<file path="config.mk">
export PLATFORM = sky130hd
export DESIGN_NAME = triangle_scanline_rasterizer_unit
export DESIGN_NICKNAME = d
export VERILOG_FILES = /design/src/rtl/tsr_pkg.sv /design/src/rtl/tsr_divider.sv /design/src/rtl/triangle_scanline_rasterizer_unit.sv
export SDC_FILE = /design/constraint.sdc
export NUM_CORES = 1
export LEC_CHECK = 0
export ABC_AREA = 1
export BUFFER_PORTS_ARGS = -buffer_cell sky130_fd_sc_hd__buf_2
export CORE_MARGIN = 1.5
export CORE_UTILIZATION = 44
export CTS_CLUSTER_DIAMETER = 150
export DETAILED_ROUTE_END_ITERATION = 6
export GPL_TIMING_DRIVEN = 0
export SLEW_MARGIN = 20
export SYNTH_ARGS = -nofsm -noshare
export SYNTH_HDL_FRONTEND = slang
export SYNTH_SLANG_ARGS = --single-unit
</file>
<file path="constraint.sdc">
create_clock -name aclk -period 11.5 [get_ports aclk]
set_input_delay 2.3 -clock aclk [delete_from_list [all_inputs] [get_ports aclk]]
set_output_delay 2.3 -clock aclk [all_outputs]
set_load 0.03 [all_outputs]
</file>
<file path="src/rtl/tsr_pkg.sv">
// ----------------------------------------------------------------------------
// tsr_pkg: shared types and constants for the triangle scanline rasterizer
// Widths of the fixed-point edge values and the sequencer's state codes.
// ----------------------------------------------------------------------------
package tsr_pkg;

    localparam int SCREEN_ROWS_DEF = 63;
    localparam int FRAC_BITS_DEF   = 16;
    localparam int ROW_W           = 6;
    localparam int COL_W           = 8;

    typedef enum logic [3:0] {
        ST_IDLE,
        ST_SORT,
        ST_DIVM,
        ST_MULM,
        ST_DIVA1,
        ST_DIVB1,
        ST_EMIT1,
        ST_DIVA2,
        ST_DIVB2,
        ST_EMIT2
    } tsr_state_t;

    typedef struct packed {
        logic start;
        logic busy;
        logic done;
    } tsr_div_ctl_t;

endpackage

</file>
<file path="src/rtl/tsr_divider.sv">
// ----------------------------------------------------------------------------
// tsr_divider: shared iterative signed divider
// Restoring division, one quotient bit per cycle, truncates toward zero.
// ----------------------------------------------------------------------------
module tsr_divider
    import tsr_pkg::*;
#(
    parameter int NUM_W = 26
) (
    input  logic                    aclk,
    input  logic                    aresetn,
    input  logic                    start,
    input  logic signed [NUM_W-1:0] num,
    input  logic [ROW_W-1:0]        den,
    output tsr_div_ctl_t            ctl,
    output logic signed [NUM_W-1:0] quot
);
    localparam int CNT_W = $clog2(NUM_W + 1);

    logic [NUM_W-1:0] mag_reg, mag_next;
    logic [ROW_W:0]   rem_reg, rem_next;
    logic [ROW_W-1:0] den_reg, den_next;
    logic             neg_reg, neg_next;
    logic [CNT_W-1:0] cnt_reg, cnt_next;
    logic             busy_reg, busy_next;
    logic             done_reg, done_next;
    logic [ROW_W:0]   trial;
    logic [ROW_W:0]   shifted;

    always_comb begin
        mag_next  = mag_reg;
        rem_next  = rem_reg;
        den_next  = den_reg;
        neg_next  = neg_reg;
        cnt_next  = cnt_reg;
        busy_next = busy_reg;
        done_next = 1'b0;
        shifted   = {rem_reg[ROW_W-1:0], mag_reg[NUM_W-1]};
        trial     = shifted - {1'b0, den_reg};
        if (start) begin
            neg_next  = num[NUM_W-1];
            mag_next  = num[NUM_W-1] ? NUM_W'(-num) : NUM_W'(num);
            rem_next  = '0;
            den_next  = den;
            cnt_next  = CNT_W'(NUM_W);
            busy_next = 1'b1;
        end else if (busy_reg) begin
            if (!trial[ROW_W]) begin
                rem_next = trial;
                mag_next = {mag_reg[NUM_W-2:0], 1'b1};
            end else begin
                rem_next = shifted;
                mag_next = {mag_reg[NUM_W-2:0], 1'b0};
            end
            cnt_next = cnt_reg - 1'b1;
            if (cnt_reg == CNT_W'(1)) begin
                busy_next = 1'b0;
                done_next = 1'b1;
            end
        end
    end

    always_ff @(posedge aclk) begin
        if (!aresetn) begin
            busy_reg <= 1'b0;
            done_reg <= 1'b0;
            cnt_reg  <= '0;
        end else begin
            busy_reg <= busy_next;
            done_reg <= done_next;
            cnt_reg  <= cnt_next;
        end
        mag_reg <= mag_next;
        rem_reg <= rem_next;
        den_reg <= den_next;
        neg_reg <= neg_next;
    end

    assign quot      = neg_reg ? -$signed(mag_reg) : $signed(mag_reg);
    assign ctl.start = start;
    assign ctl.busy  = busy_reg;
    assign ctl.done  = done_reg;
endmodule

</file>
<file path="src/rtl/triangle_scanline_rasterizer_unit.sv">
// ----------------------------------------------------------------------------
// triangle_scanline_rasterizer_unit: scanline triangle rasterizer
// Splits a triangle at its middle vertex and walks both halves row by row.
// ----------------------------------------------------------------------------
// Usage:
//   s_ channel takes one triangle word (three vertices plus fill code).
//   m_ channel returns one span word per row: row, left, right, fill code,
//   with m_tlast high on the final span (always the middle vertex's row).
//   A triangle gives hi.y - lo.y + 2 spans.
// Timing:
//   One shared restoring divider does up to five divisions: the cut point,
//   then two slopes per half. The cut point also passes through the
//   multiply state MULM. A half of zero height skips its two divisions.
//   Spans leave at one per cycle while m_tready is high.
//   s_tready is high only while idle; one triangle is in work at a time.
// Reset: aresetn (sync, active low) returns the sequencer to idle and drops
//   m_tvalid. Stall: m_tvalid and the span word hold until m_tready; the
//   edge walk waits with them.
// ----------------------------------------------------------------------------
module triangle_scanline_rasterizer_unit
    import tsr_pkg::*;
#(
    parameter int SCREEN_ROWS = SCREEN_ROWS_DEF,
    parameter int FRAC_BITS   = FRAC_BITS_DEF
) (
    input  logic        aclk,
    input  logic        aresetn,
    input  logic        s_tvalid,
    output logic        s_tready,
    // a_x[7:0] a_y[13:8] b_x[21:14] b_y[27:22] c_x[35:28] c_y[41:36] fill[49:42]
    input  logic [55:0] s_tdata,
    output logic        m_tvalid,
    input  logic        m_tready,
    // span_row[5:0] span_left[13:6] span_right[21:14] span_char[29:22]
    output logic [31:0] m_tdata,
    output logic        m_tlast
);
    // edge value: sign + 9 integer bits + fraction
    localparam int Q_W = FRAC_BITS + COL_W + 2;
    localparam logic [ROW_W-1:0] ROW_MAX = ROW_W'(SCREEN_ROWS - 1);

    tsr_state_t state_reg, state_next;

    logic [COL_W-1:0] px_reg [3];
    logic [ROW_W-1:0] py_reg [3];
    logic [COL_W-1:0] ch_reg;
    logic signed [Q_W-1:0] qm_reg, sa_reg, ea_reg, eb_reg, dm_reg;
    logic [ROW_W-1:0] row_reg, cnt_reg;
    logic             div_go;
    logic signed [Q_W-1:0] div_num;
    logic [ROW_W-1:0] div_den;
    tsr_div_ctl_t     dctl;
    logic signed [Q_W-1:0] div_q;

    logic [ROW_W-1:0] d01, d12, d02;
    logic signed [Q_W-1:0] q0, q1, q2;
    logic signed [Q_W-1:0] qm_calc;
    logic [ROW_W-1:0] ry [3];
    logic [COL_W-1:0] rx [3];

    function automatic logic [ROW_W-1:0] sat_row(input logic [ROW_W-1:0] y);
        return (y > ROW_MAX) ? ROW_MAX : y;
    endfunction

    function automatic logic [COL_W-1:0] col_of(input logic signed [Q_W-1:0] q);
        logic [Q_W-FRAC_BITS-1:0] ip;
        ip = q[Q_W-1:FRAC_BITS];
        if (q[Q_W-1])
            return '0;
        else if (ip[Q_W-FRAC_BITS-2:COL_W] != '0)
            return '1;
        else
            return ip[COL_W-1:0];
    endfunction

    assign d01 = py_reg[1] - py_reg[0];
    assign d12 = py_reg[2] - py_reg[1];
    assign d02 = py_reg[2] - py_reg[0];
    assign q0  = Q_W'({px_reg[0], {FRAC_BITS{1'b0}}});
    assign q1  = Q_W'({px_reg[1], {FRAC_BITS{1'b0}}});
    assign q2  = Q_W'({px_reg[2], {FRAC_BITS{1'b0}}});

    // cut point on the long edge: q0 + cut slope * (mid.y - lo.y)
    assign qm_calc = q0 + Q_W'(dm_reg * $signed({1'b0, d01}));

    tsr_divider #(.NUM_W(Q_W)) u_div (
        .aclk   (aclk),
        .aresetn(aresetn),
        .start  (div_go),
        .num    (div_num),
        .den    (div_den),
        .ctl    (dctl),
        .quot   (div_q)
    );

    // stable 3-element sort network on saturated rows
    always_comb begin
        logic [ROW_W-1:0] ty;
        logic [COL_W-1:0] tx;
        ty = '0;
        tx = '0;
        for (int i = 0; i < 3; i++) begin
            rx[i] = s_tdata[14*i +: COL_W];
            ry[i] = sat_row(s_tdata[14*i+COL_W +: ROW_W]);
        end
        if (ry[0] > ry[1]) begin
            ty = ry[0]; ry[0] = ry[1]; ry[1] = ty;
            tx = rx[0]; rx[0] = rx[1]; rx[1] = tx;
        end
        if (ry[1] > ry[2]) begin
            ty = ry[1]; ry[1] = ry[2]; ry[2] = ty;
            tx = rx[1]; rx[1] = rx[2]; rx[2] = tx;
        end
        if (ry[0] > ry[1]) begin
            ty = ry[0]; ry[0] = ry[1]; ry[1] = ty;
            tx = rx[0]; rx[0] = rx[1]; rx[1] = tx;
        end
    end

    logic [COL_W-1:0] ca, cb;
    assign ca = col_of(ea_reg);
    assign cb = col_of(eb_reg);

    assign s_tready = (state_reg == ST_IDLE);
    assign m_tvalid = (state_reg == ST_EMIT1) || (state_reg == ST_EMIT2);
    assign m_tlast  = (state_reg == ST_EMIT2) && (cnt_reg == '0);
    assign m_tdata  = {2'b00, ch_reg, (ca > cb) ? ca : cb, (ca > cb) ? cb : ca, row_reg};

    always_comb begin
        state_next = state_reg;
        div_go     = 1'b0;
        div_num    = '0;
        div_den    = '0;
        unique case (state_reg)
            ST_IDLE: if (s_tvalid) state_next = ST_SORT;
            ST_SORT: begin
                if (d02 != '0) begin
                    div_go = 1'b1; div_num = q2 - q0; div_den = d02;
                end
                state_next = ST_DIVM;
            end
            ST_DIVM: if (d02 == '0 || dctl.done) state_next = ST_MULM;
            ST_MULM: begin
                if (d01 != '0) begin
                    div_go = 1'b1; div_num = qm_calc - q0; div_den = d01;
                end
                state_next = ST_DIVA1;
            end
            ST_DIVA1: begin
                if (d01 == '0 || dctl.done) begin
                    if (d01 != '0) begin
                        div_go = 1'b1; div_num = q1 - q0; div_den = d01;
                    end
                    state_next = ST_DIVB1;
                end
            end
            ST_DIVB1: if (d01 == '0 || dctl.done) state_next = ST_EMIT1;
            ST_EMIT1: if (m_tready && cnt_reg == '0) begin
                if (d12 != '0) begin
                    div_go = 1'b1; div_num = q2 - qm_reg; div_den = d12;
                end
                state_next = ST_DIVA2;
            end
            ST_DIVA2: begin
                if (d12 == '0 || dctl.done) begin
                    if (d12 != '0) begin
                        div_go = 1'b1; div_num = q2 - q1; div_den = d12;
                    end
                    state_next = ST_DIVB2;
                end
            end
            ST_DIVB2: if (d12 == '0 || dctl.done) state_next = ST_EMIT2;
            ST_EMIT2: if (m_tready && cnt_reg == '0) state_next = ST_IDLE;
            default:  state_next = ST_IDLE;
        endcase
    end

    always_ff @(posedge aclk) begin
        if (!aresetn)
            state_reg <= ST_IDLE;
        else
            state_reg <= state_next;
    end

    // datapath; MULM uses dm_reg (cut slope) times d01
    always_ff @(posedge aclk) begin
        unique case (state_reg)
            ST_IDLE: if (s_tvalid) begin
                for (int i = 0; i < 3; i++) begin
                    px_reg[i] <= rx[i];
                    py_reg[i] <= ry[i];
                end
                ch_reg <= s_tdata[49:42];
            end
            ST_SORT: dm_reg <= '0;
            ST_DIVM: if (d02 != '0 && dctl.done) dm_reg <= div_q;
            ST_MULM: qm_reg <= qm_calc;
            ST_DIVA1: begin
                sa_reg <= '0;
                if (d01 != '0 && dctl.done) sa_reg <= div_q;
                if (d01 == '0) sa_reg <= '0;
            end
            ST_DIVB1: if (d01 == '0 || dctl.done) begin
                ea_reg  <= q0;
                eb_reg  <= q0;
                row_reg <= py_reg[0];
                cnt_reg <= d01;
                dm_reg  <= (d01 != '0) ? div_q : '0;
            end
            ST_EMIT1: if (m_tready) begin
                ea_reg  <= ea_reg + sa_reg;
                eb_reg  <= eb_reg + dm_reg;
                row_reg <= row_reg + 1'b1;
                cnt_reg <= cnt_reg - 1'b1;
            end
            ST_DIVA2: if (d12 == '0 || dctl.done)
                sa_reg <= (d12 != '0) ? div_q : '0;
            ST_DIVB2: if (d12 == '0 || dctl.done) begin
                ea_reg  <= q2;
                eb_reg  <= q2;
                row_reg <= py_reg[2];
                cnt_reg <= d12;
                dm_reg  <= (d12 != '0) ? div_q : '0;
            end
            ST_EMIT2: if (m_tready) begin
                ea_reg  <= ea_reg - sa_reg;
                eb_reg  <= eb_reg - dm_reg;
                row_reg <= row_reg - 1'b1;
                cnt_reg <= cnt_reg - 1'b1;
            end
            default: ;
        endcase
    end

    a_ready_idle: assert property (@(posedge aclk) disable iff (!aresetn)
        s_tready |-> !m_tvalid) else $error("ready while emitting");
    a_last_row: assert property (@(posedge aclk) disable iff (!aresetn)
        (m_tvalid && m_tlast) |-> (m_tdata[5:0] == py_reg[1]))
        else $error("last span not on middle row");
    a_hold: assert property (@(posedge aclk) disable iff (!aresetn)
        (m_tvalid && !m_tready) |=> (m_tvalid && $stable(m_tdata)))
        else $error("span changed under stall");
endmodule
</file>
==> flow_summary_export.csv <==
group,metric,value,unit
sta,fin_skew,0.0304,ns
global_routing,grt.total_usage,0.262,
clock_network,clk_pin_slew_worst_paths,0.06,ns
critical_path,endpoint_kind,"flip-flop",
sta,setup_viol,0,
synthesis,yosys_warnings,0,
finish,drive_gt1_frac,0.0606,
hold_path,hold_path.class,"flip-flop to flip-flop",
clock_network,cts-buffers-inserted,34,
placement,port_buffers,86,
route,via_per_inst,5.21,
critical_path,crit_required,11.82,ns
critical_path,path_buf_inv,11,
clock_network,cts_sinks,242,
sta,max_freq,0.111,GHz
synthesis,synth-seq-area-share,0.286,
critical_path,criticalPathCategory,"flip-flop to flip-flop",
global_routing,grt_pass1_wl,117000,µm
route,wirelength,75000,µm
outcome,status,"complete, no violations",
route,drc,0,
route,vias,22500,
route,postRouteAntennaNets,0,
synthesis,netlist_area,24900,µm²
sta,slew_viol_final,0,
route,dr.pass1.iters,6,
finish,syn_to_final_growth,10.9,%
critical_path,cp_slowest_cell,"clkbuf_1",
die,die_area,57900,µm²
clock_network,cts-htree-levels,2,
synthesis,synth_common_cells,"nand2_1 (765), inv_1 (547), nor2_1 (436), o21ai_0 (236), edfxtp_1 (225)",
global_routing,antenna_found_initial,1,
synthesis,synth_top_area_cell,"edfxtp_1",
synthesis,synth_most_common_cell,"nand2_1",
sta,worst_pin_slew,1.11,ns
critical_path,critPathTopFamily,"adder cells",
die,core_area,55400,µm²
clock_network,clk_path_buf_depth,3,
sta,period_share,0.784,
job,cap_violations,0,
synthesis,syn_inst,3408,
critical_path,crit_fanout,10,
critical_path,path_common_cell,"nand2_1",
die,row_count,86,
global_routing,gr-total-overflow,0,
sta,slew_headroom,0.262,
critical_path,cp.arrival,9.33,ns
synthesis,yosysUniqueCellTypes,53,
clock_network,clk_latency,0.56,ns
synthesis,synth-main-ff-cell,"edfxtp_1",
route,avgRoutedWirePerCell,17.4,µm
die,ioPinCount,95,
synthesis,ys_async_sr_fraction,0,
clock_network,ctsHoldBuffers,0,
critical_path,critPathMaxStageDelay,0.70,ns
synthesis,synthTopCellsByArea,"edfxtp_1 (27%), nand2_1 (12%), ha_1 (11%), inv_1 (8.3%), fa_1 (8.2%)",
clock_network,cts_tree,"built",
route,drtIter0Drc,1741,
synthesis,synth_top_cell_area_share,0.272,
synthesis,ys_ff_latch,242,
finish,nNetsFinal,3914,
die,initial_core_util,0.448,
die,die_y,241,µm
synthesis,synth.avg_cell_area,7.29,µm²
global_routing,grt_max_degree,29,
clock_network,clockRootBuffer,"clkbuf_16",
critical_path,cp-start-kind,"flip-flop",
sta,finalSetupTns,0,ns
finish,num_antenna_cells,0,
placement,hpwl,61700,µm
global_routing,grt_pass1_vias,21200,
sta,period_minus_slack,9.01,ns
placement,gp_congestion,0.950,
synthesis,synth-edff-count,225,
sta,finalHoldViolations,0,
clock_network,cts_resized,0,
finish,fillCellCount,5573,
sta,grt_setup_unrepaired,"no",
clock_network,cts_setup_buffers,0,
die,die-width,241,µm
==> metal layers <==
metal,vias up,share of wire,global-route usage
met1,10300,0.44,0.345
met5,-,0,0
li1,11400,-,-
met3,132,0.057,0.0311
met4,0,0.035,0.0886
met2,677,0.47,0.444
==> metrics by stage <==
stage | hold slack (ns) | cell area, µm² | setup slack [ns] | cells | utilization
2_1_floorplan | 0.459 | 24900 | 4.38 | 3409 | -
3_3_place_gp | 0.483 | 26200 | 2.58 | 4243 | 0.473
3_5_place_dp | 0.486 | 26400 | 2.63 | 4250 | 0.476
4_1_cts | 0.498 | 27600 | 2.57 | 4310 | 0.498
5_1_grt | 0.520 | 27600 | 1.78 | 4310 | 0.498
6_report | 0.500 | 27600 | 2.49 | 4310 | 0.498
==> cells by family (layout without fill, tap and decap cells) <==
family	count (synthesis)	count (layout)	share of synthesized area
fa+ha+maj	316	316	0.190
xor+xnor	152	152	0.0536
buf+inv	636	789	0.0980
compound gates	513	513	0.114
flops	242	242	0.286
other cells	1	2	0.000151
simple gates	1548	1548	0.259
==> layout by cell type (no fill, tap or decap), types with 16 or more instances in the layout <==
cell type and instances:
inv_1 547, buf_2 98, a21oi_1 181, o21ai_0 235, nand3_1 201, nand4_1 41
clkbuf_16 34, edfxtp_1 225, nor3_1 32, nand2_1 764, dfxtp_1 17, nand3b_1 16
fa_1 102, clkbuf_1 63, xor2_1 108, xnor2_1 44, o211ai_1 20, ha_1 214
nor2_1 434
==> final timing paths <==
kind	from	to	slack, ns	depth (start not counted)
max	py_reg[0][1]	u_div.mag_reg[22]	2.49	48
min	u_div.rem_reg[1]	u_div.rem_reg[1]	0.50	2
max reg2reg	py_reg[0][1]	u_div.mag_reg[22]	2.49	48
min reg2reg	u_div.rem_reg[1]	u_div.rem_reg[1]	0.50	2
==> worst reg2reg max path, delay by kind of cell (launching register included) <==
family | cells | cell delay, ns
xor+xnor | 1 | 0.44
fa+ha+maj | 7 | 3.14
buf+inv | 11 | 1.52
simple gates | 26 | 2.63
compound gates | 3 | 0.68
flops | 1 | 0.37
==> layout make-up <==
cell class | count | area (µm²) | share of cell area
multi-input cells | 2531 | 15400 | 0.557
flip-flops and latches | 242 | 7100 | 0.257
inverters | 555 | 2080 | 0.0756
well taps | 748 | 936 | 0.0339
clock buffers | 38 | 866 | 0.0314
repair buffers | 93 | 576 | 0.0209
plain buffers | 81 | 354 | 0.0128
clock inverters | 22 | 304 | 0.0110
Power is left out: the tool's default activity adds up to more than one toggle a clock period on the data nets, which glitch-free logic cannot reach.
